[src/sv/dfe_pkg.sv]
// ---------------------------------------------------------------------------
// dfe_pkg: shared definitions for the delimited frame extractor
// Byte type, delimiter codes and the threshold register format.
// ---------------------------------------------------------------------------
`timescale 1ns / 1ps

package dfe_pkg;

  typedef logic [7:0] byte_t;

  // Frame delimiters
  localparam byte_t START_CODE = 8'hFF;
  localparam byte_t END_CODE   = 8'hFE;

  // Minimum frame length register
  localparam int unsigned MIN_LEN_W = 7;
  typedef logic [MIN_LEN_W-1:0] min_len_t;
  localparam min_len_t MIN_LEN_RST = 7'd8;

endpackage

[src/sv/delimited_frame_extractor.sv]
// ---------------------------------------------------------------------------
// delimited_frame_extractor: start/end delimiter deframer
// Hunts for a 0xFF start code, collects bytes into a frame RAM until a 0xFE
// end code and delivers frames that reach min_frame_len as a run of beats.
//
// Input bytes are taken one per cycle while a frame is hunted or collected;
// a byte 0xFF restarts the frame, a frame longer than MaxFrameLen is dropped
// and a short one is discarded silently. When a qualifying frame closes,
// in_stall_o rises and the frame drains from the single read port of the
// frame RAM at one beat per cycle while out_stall_i is low, the first beat
// in the cycle after the closing input beat; the input side stays held
// until the last beat is taken. The RAM needs no clearing after reset,
// so the block takes input right out of reset. The threshold register is
// always ready and is meant to be written while the block is idle.
// ---------------------------------------------------------------------------
`timescale 1ns / 1ps

module delimited_frame_extractor #(
  parameter int unsigned MaxFrameLen = 64
) (
  input  logic                          clk_i,
  input  logic                          rst_ni,
  // received bytes
  input  logic                          in_valid_i,
  output logic                          in_stall_o,
  input  logic [7:0]                    rx_byte_i,
  // frame bytes
  output logic                          out_valid_o,
  input  logic                          out_stall_i,
  output logic [7:0]                    frame_byte_o,
  output logic                          frame_last_o,
  // threshold register
  input  logic                          cfg_valid_i,
  output logic                          cfg_ready_o,
  input  logic [dfe_pkg::MIN_LEN_W-1:0] cfg_data_i
);

  localparam int unsigned AddrW = $clog2(MaxFrameLen);
  localparam int unsigned LenW  = $clog2(MaxFrameLen + 1);
  localparam int unsigned CmpW  = ((LenW > dfe_pkg::MIN_LEN_W) ? LenW : dfe_pkg::MIN_LEN_W) + 1;
  localparam logic [LenW-1:0] MaxLen = LenW'(MaxFrameLen);

  logic                 in_acc;
  logic                 out_acc;
  dfe_pkg::min_len_t    min_len_q;
  logic                 collecting_q, collecting_d;
  logic [LenW-1:0]      frame_len_q, frame_len_d;
  logic [LenW-1:0]      len_inc;
  logic                 busy_q, busy_d;
  logic                 out_valid_q, out_valid_d;
  logic                 last_q, last_d;
  logic [AddrW-1:0]     rd_idx_q, rd_idx_d;
  logic [LenW-1:0]      rd_len_q, rd_len_d;
  logic                 ram_we;
  logic [AddrW-1:0]     ram_waddr;
  dfe_pkg::byte_t       ram_wdata;
  logic                 ram_re;
  logic [AddrW-1:0]     ram_raddr;
  dfe_pkg::byte_t       ram_rdata;

  assign in_acc  = in_valid_i && !in_stall_o;
  assign out_acc = out_valid_o && !out_stall_i;
  assign len_inc = frame_len_q + LenW'(1);

  // threshold register
  assign cfg_ready_o = 1'b1;

  always_ff @(posedge clk_i or negedge rst_ni) begin
    if (!rst_ni) begin
      min_len_q <= dfe_pkg::MIN_LEN_RST;
    end else if (cfg_valid_i && cfg_ready_o) begin
      min_len_q <= cfg_data_i;
    end
  end

  // collection and readout control
  always_comb begin
    collecting_d = collecting_q;
    frame_len_d  = frame_len_q;
    busy_d       = busy_q;
    out_valid_d  = out_valid_q;
    last_d       = last_q;
    rd_idx_d     = rd_idx_q;
    rd_len_d     = rd_len_q;
    ram_we       = 1'b0;
    ram_waddr    = '0;
    ram_wdata    = rx_byte_i;
    ram_re       = 1'b0;
    ram_raddr    = '0;

    if (in_acc) begin
      if (rx_byte_i == dfe_pkg::START_CODE) begin
        // start code always (re)starts the frame
        ram_we       = 1'b1;
        ram_waddr    = '0;
        frame_len_d  = LenW'(1);
        collecting_d = 1'b1;
      end else if (collecting_q) begin
        if (frame_len_q >= MaxLen) begin
          // overflow: drop frame and this byte
          collecting_d = 1'b0;
          frame_len_d  = '0;
        end else begin
          ram_we    = 1'b1;
          ram_waddr = frame_len_q[AddrW-1:0];
          frame_len_d = len_inc;
          if (rx_byte_i == dfe_pkg::END_CODE) begin
            collecting_d = 1'b0;
            frame_len_d  = '0;
            if (CmpW'(len_inc) >= CmpW'(min_len_q)) begin
              // deliver: first read goes out now, byte 0 is not written here
              busy_d      = 1'b1;
              ram_re      = 1'b1;
              ram_raddr   = '0;
              out_valid_d = 1'b1;
              rd_idx_d    = '0;
              rd_len_d    = len_inc;
              last_d      = (len_inc == LenW'(1));
            end
          end
        end
      end
    end

    // drain one beat per accepted output
    if (out_acc) begin
      if (last_q) begin
        out_valid_d = 1'b0;
        busy_d      = 1'b0;
      end else begin
        ram_re    = 1'b1;
        ram_raddr = rd_idx_q + AddrW'(1);
        rd_idx_d  = ram_raddr;
        last_d    = ((LenW + 1)'(rd_idx_q) + (LenW + 1)'(2)) == (LenW + 1)'(rd_len_q);
      end
    end
  end

  always_ff @(posedge clk_i or negedge rst_ni) begin
    if (!rst_ni) begin
      collecting_q <= 1'b0;
      frame_len_q  <= '0;
      busy_q       <= 1'b0;
      out_valid_q  <= 1'b0;
      last_q       <= 1'b0;
      rd_idx_q     <= '0;
      rd_len_q     <= '0;
    end else begin
      collecting_q <= collecting_d;
      frame_len_q  <= frame_len_d;
      busy_q       <= busy_d;
      out_valid_q  <= out_valid_d;
      last_q       <= last_d;
      rd_idx_q     <= rd_idx_d;
      rd_len_q     <= rd_len_d;
    end
  end

  // frame RAM
  dfe_ram #(
    .Width (8),
    .Depth (MaxFrameLen)
  ) u_frame_ram (
    .clk_i   (clk_i),
    .we_i    (ram_we),
    .waddr_i (ram_waddr),
    .wdata_i (ram_wdata),
    .re_i    (ram_re),
    .raddr_i (ram_raddr),
    .rdata_o (ram_rdata)
  );

  assign in_stall_o   = busy_q;
  assign out_valid_o  = out_valid_q;
  assign frame_byte_o = ram_rdata;
  assign frame_last_o = last_q;

`ifndef NO_ASSERTIONS
  // output beats only while input is held off
  a_out_implies_busy : assert property (@(posedge clk_i) disable iff (!rst_ni)
    out_valid_o |-> in_stall_o)
    else $error("frame beat while input side open");

  // frame length never exceeds the RAM depth
  a_len_bound : assert property (@(posedge clk_i) disable iff (!rst_ni)
    frame_len_q <= MaxLen)
    else $error("frame length beyond RAM depth");

  // every delivered frame opens with the start code
  a_first_start : assert property (@(posedge clk_i) disable iff (!rst_ni)
    $rose(out_valid_o) |-> frame_byte_o == dfe_pkg::START_CODE)
    else $error("frame does not open with start code");

  // the last beat carries the end code and closes the run
  a_last_end : assert property (@(posedge clk_i) disable iff (!rst_ni)
    (out_valid_o && frame_last_o) |-> frame_byte_o == dfe_pkg::END_CODE)
    else $error("last beat is not the end code");

  a_last_closes : assert property (@(posedge clk_i) disable iff (!rst_ni)
    (out_acc && frame_last_o) |=> (!out_valid_o && !in_stall_o))
    else $error("run continues after last beat");
`endif

endmodule

[src/sv/dfe_ram.sv]
// ---------------------------------------------------------------------------
// dfe_ram: generic single-write, single-read RAM
// One write port and one read port with a registered read that holds its
// data while no read is issued.
// ---------------------------------------------------------------------------
`timescale 1ns / 1ps

module dfe_ram #(
  parameter int unsigned Width = 8,
  parameter int unsigned Depth = 64
) (
  input  logic                     clk_i,
  input  logic                     we_i,
  input  logic [$clog2(Depth)-1:0] waddr_i,
  input  logic [Width-1:0]         wdata_i,
  input  logic                     re_i,
  input  logic [$clog2(Depth)-1:0] raddr_i,
  output logic [Width-1:0]         rdata_o
);

  logic [Width-1:0] mem_q [Depth];
  logic [Width-1:0] rdata_q;

  // write port
  always_ff @(posedge clk_i) begin
    if (we_i) begin
      mem_q[waddr_i] <= wdata_i;
    end
  end

  // registered read, held between reads
  always_ff @(posedge clk_i) begin
    if (re_i) begin
      rdata_q <= mem_q[raddr_i];
    end
  end

  assign rdata_o = rdata_q;

endmodule
[config.mk]
export PLATFORM = sky130hd
export DESIGN_NAME = delimited_frame_extractor
export DESIGN_NICKNAME = d
export VERILOG_FILES = /design/src/sv/dfe_pkg.sv /design/src/sv/delimited_frame_extractor.sv /design/src/sv/dfe_ram.sv
export SDC_FILE = /design/constraint.sdc
export NUM_CORES = 1
export LEC_CHECK = 0
export ABC_AREA = 1
export BUFFER_PORTS_ARGS = -buffer_cell sky130_fd_sc_hd__buf_2
export CAP_MARGIN = 30
export CORE_ASPECT_RATIO = 0.7
export CORE_MARGIN = 4
export CORE_UTILIZATION = 40
export CTS_BUF_LIST = sky130_fd_sc_hd__clkbuf_4
export DETAILED_ROUTE_END_ITERATION = 6
export GPL_ROUTABILITY_DRIVEN = 0
export PLACE_DENSITY_LB_ADDON = 0.15
export SLEW_MARGIN = 20
export SYNTH_ARGS = -nofsm -noshare
export SYNTH_HDL_FRONTEND = slang
export SYNTH_SLANG_ARGS = --single-unit
[constraint.sdc]
create_clock -name clk_i -period 4.2 [get_ports clk_i]
set_input_delay 0.42 -clock clk_i [delete_from_list [all_inputs] [get_ports clk_i]]
set_output_delay 0.42 -clock clk_i [all_outputs]
set_load 0.01 [all_outputs]
Word-level counts from Yosys, hierarchy flattened
Memory sizes are Yosys's and may differ from the RTL's. A register that Yosys moved wholly into a read port is not among the register bits.
Cells that the tools add are included.
{ "word_totals": {"regBits": 31, "mem_bits_rw": 512, "input_bits": 20, "out_inout_bits": 12, "elab_cells": 87, "memories": 1} }
{ "classes": {"add_sub_neg": 3, "magnitude_cmp": 2, "eq_ne": 4, "mux": 60, "bitwise": 2, "n_reduce_logical": 7} }
{ "mem_list": {"columns": ["memory", "depth", "width", "read_ports", "rd_clocked_by_memory_dff", "write_ports", "line", "text"], "rows": [
  ["u_frame_ram.mem_q", 64, 8, 1, 1, 1, "dfe_ram.sv:21", "logic [Width-1:0] mem_q [Depth];"]
]} }
{ "op_table": {"columns": ["op", "count"], "rows": [
  ["6-bit two-way mux", 14],
  ["1-bit two-way mux", 42],
  ["7-bit two-way mux", 4],
  ["8-bit == test, second input constant", 2],
  ["6-bit by 2-bit adder with 7-bit output, second input constant", 1],
  ["7-bit by 1-bit adder with 7-bit output, second input constant", 1],
  ["7-bit by 1-bit == test with 1-bit output, second input constant", 1],
  ["7-bit == test", 1],
  ["7-bit >= comparator", 1],
  ["7-bit >= comparator, second input constant", 1],
  ["6-bit by 1-bit adder with 6-bit output, second input constant", 1],
  ["6-bit AND reduction", 1],
  ["1-bit logical AND", 2],
  ["1-bit logical NOT", 2],
  ["1-bit inverter", 2],
  ["2-bit AND reduction", 1],
  ["2-bit nonzero test", 1]
]} }

Longest topological paths before layout
{ "logic_depth": {"depth_word": 10, "mapped_depth": 17, "mapped_depth_nobuf": 15} }

By module
Synthesis repeated with hierarchy kept, for this count alone.
{ "hier_totals": {"hier_cells": 2063, "hier_area_um2": 23391.2} }
{ "modules_own_cells": {"columns": ["module", "n_inst", "cells_per_inst", "area_each_um2", "seq_area_each_um2"], "rows": [
  ["dfe_ram", 1, 1805, 21419.3, 15615.0],
  ["delimited_frame_extractor", 1, 258, 1971.9, 777.0]
]} }

Worst setup path after synthesis
No wires, ideal clock.
{ "synth_timing": {"path_type": "reg2reg", "from": "reg frame_len_q[1]", "to": "reg u_frame_ram.rdata_q[0] (netlist: u_frame_ram.rdata_o[0]), read port of u_frame_ram.mem_q (enable)", "setup_time_ns": 0.344, "arrival_time_ns": 2.014, "required_time_ns": 3.856, "path_slack_ns": 1.841, "stages_incl_launch_ff": 14, "n_path_buf": 0, "synth_period_minus_slack_ns": 2.359, "cell_sequence": "dfrtp_1 -> ha_1 -> nand3_1 -> xor2_1 -> inv_1 -> ha_1 -> nand2_1 -> inv_1 -> nand3_1 -> nand2_1 -> clkinv_1 -> nand3_2 -> nand2_2 -> nand2_1"} }
{ "synth_via": {"elab_chain_cells": 10, "word_cells_on_any_way": 11, "cone_classes": "1 x add/sub; 2 x order compare; 8 x mux"} }
{ "synth_rtl": {"columns": ["item", "line", "text"], "rows": [
  ["start, declared", "delimited_frame_extractor.sv:47", "logic [LenW-1:0] frame_len_q, frame_len_d;"],
  ["start signal, assigned", "delimited_frame_extractor.sv:150", "frame_len_q <= frame_len_d;"],
  ["7-bit by 1-bit adder with 7-bit output *", "delimited_frame_extractor.sv:63", "assign len_inc = frame_len_q + LenW'(1);"],
  ["net len_inc[4]", "delimited_frame_extractor.sv:48", "logic [LenW-1:0] len_inc;"],
  ["7-bit >= comparator *", "delimited_frame_extractor.sv:110", "if (CmpW'(len_inc) >= CmpW'(min_len_q)) begin"],
  ["1-bit two-way mux *", "delimited_frame_extractor.sv:110", null],
  ["1-bit two-way mux *", "delimited_frame_extractor.sv:107", "if (rx_byte_i == dfe_pkg::END_CODE) begin"],
  ["1-bit two-way mux *", "delimited_frame_extractor.sv:99", "if (frame_len_q >= MaxLen) begin"],
  ["1-bit two-way mux *", "delimited_frame_extractor.sv:98", "end else if (collecting_q) begin"],
  ["1-bit two-way mux *", "delimited_frame_extractor.sv:92", "if (rx_byte_i == dfe_pkg::START_CODE) begin"],
  ["1-bit two-way mux *", "delimited_frame_extractor.sv:91", "if (in_acc) begin"],
  ["1-bit two-way mux", "delimited_frame_extractor.sv:127", "if (last_q) begin"],
  ["1-bit two-way mux *", "delimited_frame_extractor.sv:126", "if (out_acc) begin"],
  ["net ram_re", "delimited_frame_extractor.sv:57", "logic ram_re;"],
  ["end, declared", "dfe_ram.sv:22", "logic [Width-1:0] rdata_q;"]
]} }
The timed path passes the listed nets; every way through them passes the cells marked *.
A chain may end at the register's enable or synchronous reset.

Worst setup path in the final report
{ "layout_timing": {"from": "reg busy_q (netlist: in_stall_o)", "to": "mem u_frame_ram.mem_q[27][6] (enable)"} }
{ "layout_via": {"elab_chain_cells": 5, "word_cells_on_any_way": 6, "cone_classes": "4 x mux; 2 x reduce/logical"} }
{ "layout_rtl": {"columns": ["item", "line", "text"], "rows": [
  ["start, declared", "delimited_frame_extractor.sv:49", "logic busy_q, busy_d;"],
  ["start signal, assigned", "delimited_frame_extractor.sv:151", "busy_q <= busy_d;"],
  ["1-bit logical NOT *", "delimited_frame_extractor.sv:61", "assign in_acc = in_valid_i && !in_stall_o;"],
  ["1-bit logical AND *", "delimited_frame_extractor.sv:61", null],
  ["1-bit two-way mux", "delimited_frame_extractor.sv:91", null],
  ["1-bit two-way mux", "dfe_ram.sv:26", "if (we_i) begin"],
  ["1-bit two-way mux (implied by the code)", "dfe_ram.sv:27", "mem_q[waddr_i] <= wdata_i;"],
  ["end, declared", "dfe_ram.sv:21", null]
]} }
Every way passes the cells marked *; elsewhere a longest branch is shown, timed or not.

==> results.json <==
{
  "root_buffer": "clkbuf_4",
  "grt_pass1_vias": 16900,
  "grt_pass1_wl_mm": 104,
  "final_cell_mix": "nand3_1 (590), edfxtp_1 (520), inv_1 (293)",
  "synth_top_family_by_area": "simple AND/OR/NAND/NOR gates",
  "cts.sinks": 551,
  "grt_use_total": 0.209,
  "fin_tns_setup_ns": 0,
  "leakage_nw": 10.8,
  "min_period_ns": 3.19,
  "antenna_left": 0,
  "fp-row-count": 76,
  "grt_max_degree": 176,
  "cts_max_path_buffers": 3,
  "ir_drop_uv": 592,
  "post_cts.repair.setup_buffers": 0,
  "period_share": 0.760,
  "insertion_delay_ns": 0.90,
  "hold_violations": 0,
  "place_ws_ns": 0.856,
  "fmax_mhz": 313,
  "num_vias": 17400,
  "endpoint_kind": "flop",
  "tightest_slew_ns": 0.935,
  "drt_iter0_markers": 1936,
  "core_area_sq_um": 61500,
  "fin_hold_ws_ns": 0.122,
  "viasPerCell": 5.25,
  "synth-edff-count": 520,
  "path_class": "reg -> reg",
  "finalClockSkew_ns": 0.0543,
  "outcome": "finished, final reports clean",
  "syn_area_per_cell_sq_um": 10.9,
  "hold_path_class": "in -> async",
  "yosys_register_bits": 551,
  "synthMuxAreaShare": 0.000453,
  "dpl_cell_area_sq_um": 25800,
  "syn_inst": 2277,
  "chipWidth_um": 306,
  "worstPathRequired_ns": 4.71,
  "cts_tree": "yes",
  "wirelength_mm": 69.8,
  "die_y_um": 217,
  "drcViolationCount": 0,
  "die_area_sq_um": 66300,
  "fin_area_sq_um": 27900,
  "ys_async_sr_fraction": 0.0563,
  "io-pin-count": 32,
  "drt_first_pass_iters": 7,
  "synth_cell_types": 41,
  "synth.cell_area_sq_um": 24900,
  "synthXorXnorAreaFrac": 0.00423,
  "cts-resized-gates": 0,
  "setup_viol": 0,
  "grt_setup_unrepaired": "no",
  "ctsHtreeMaxLevel": 4,
  "clk_pin_slew_ns": 0.07,
  "finalWorstSetupSlack_ns": 1.01,
  "worst-path-max-fanout": 8,
  "cts_hold_buf": 24,
  "arrival_ns": 3.70,
  "slew_headroom": 0.377,
  "p_per_area_nw_per_um2": 503,
  "routedWlPerCell_um": 21.1,
  "syn_to_final_growth_pct": 12.2,
  "drv_cap": 0,
  "ys.flop_type": "edfxtp_1",
  "synth_compound_area_frac": 0.00966,
  "overflow": 0,
  "dpl.hpwl_mm": 40.0,
  "yosys_warnings": 0,
  "cp-start-kind": "flop",
  "drv_slew": 0,
  "initial_core_util": 0.404,
  "final_nets": 2414,
  "antenna_found_initial": 6,
  "synthSimpleGateAreaFrac": 0.249,
  "synth_seq_area_share": 0.659,
  "synthAdderAreaFrac": 0.00503,
  "port_buffers": 30,
  "mostFrequentLayoutCell": "nand3_1",
  "cts_buffers": 142,
  "syn-num-nets": 2307,
  "drive_above_1_share": 0.141
}
[stage by stage]
step / util / cells / power (W)
3_3_place_gp: 0.419 / 3035 / 0.00923
3_5_place_dp: 0.419 / 3035 / 0.00925
5_1_grt: 0.454 / 3305 / 0.0147
2_1_floorplan: - / 2277 / 0.00830
4_1_cts: 0.454 / 3304 / 0.0141
6_report: 0.454 / 3305 / 0.0140
[metal layers]
layer,global-route usage,share of wire,vias up
met3,0.0664,0.098,139
met4,0.0579,0.020,2
met5,0,0.00017,-
met1,0.308,0.47,8401
li1,-,-,8117
met2,0.297,0.42,707
[power breakdown]
part	internal, W	leakage (nW)	switching (W)
registers	0.00609	5.05	0.000106
clock network	0.00263	1.11	0.00223
logic	0.000758	4.63	0.00221
[synth_stat cells (2+ instances only)]
cell      count  area share
nand3_1     591        0.12
edfxtp_1    520        0.63
inv_1       293       0.044
nand2_1     255       0.038
nand3b_1    144       0.043
nor2_1      122       0.018
buf_2       102       0.021
or2_1        56       0.014
or2_2        34      0.0086
dfrtp_1      30       0.030
clkbuf_1     25      0.0038
ha_1         10      0.0050
o21ai_0       9      0.0018
or2_0         9      0.0023
inv_2         8      0.0012
a21oi_1       7      0.0014
o21ai_1       7      0.0014
o22ai_1       6      0.0015
xnor2_1       6      0.0021
xor2_1        6      0.0021
nand4_1       5      0.0013
buf_4         4      0.0012
nor3_1        4     0.00081
o21bai_1      4      0.0012
clkbuf_2      2     0.00040
nand2_2       2     0.00050
o211ai_1      2     0.00060
[registers in the layout, summed over array words and instances, names as in the netlist]
| signal | flops |
|---|---|
| u_frame_ram.mem_q | 512 |
| u_frame_ram.rdata_o | 8 |
| frame_len_q | 7 |
| min_len_q | 7 |
| rd_len_q | 7 |
| rd_idx_q | 6 |
| collecting_q | 1 |
| frame_last_o | 1 |
| in_stall_o | 1 |
| out_valid_o | 1 |
[worst max-delay path, cell delays in order (launching register included)]
cell	delay, ns
dfrtp_1	0.37
inv_1	0.06
nand2_1	0.12
inv_1	0.12
nand2_1	0.18
inv_1	0.15
nand3_1	0.13
nor2_1	0.18
nand3_1	0.62
nor2_1	0.86
[kinds of logic (layout without fill, tap and decap cells)]
family                     count (synthesis)  in the layout
other                                      1              2
adders and majority gates                 10             10
xor gates and xnor gates                  12             12
and+or+nand+nor                         1227           1227
muxes                                      1              1
AOI/OAI and AO/OA                         38             38
buffers and inverters                    437            645
DFF                                      551            551
[path summary, 6_finish.rpt]
path / startpoint / slack (ns) / end / cells past startpoint
min in group clk_i: rx_byte_i[3] / 0.13 / u_frame_ram.mem_q[56][3] / 2
worst max-delay path: in_stall_o / 1.01 / u_frame_ram.mem_q[27][6] / 9
worst min-delay path: rst_ni / 0.12 / min_len_q[5] / 2
worst max register to register: in_stall_o / 1.01 / u_frame_ram.mem_q[27][6] / 9
max in group asynchronous: rst_ni / 3.55 / frame_len_q[1] / 2
worst min register to register: rd_len_q[3] / 0.51 / rd_len_q[3] / 2
[layout make-up]
class	instances	area, sq um
inverter	302	1130
fill	5722	33600
clock buffer	208	1560
antenna	1	2.50
timing repair buffer	98	783
tap	819	1020
clock inverter	37	303
multi-input combinational	1289	6710
sequential	551	16400
No activity file was read; power rests on OpenSTA's default activity.
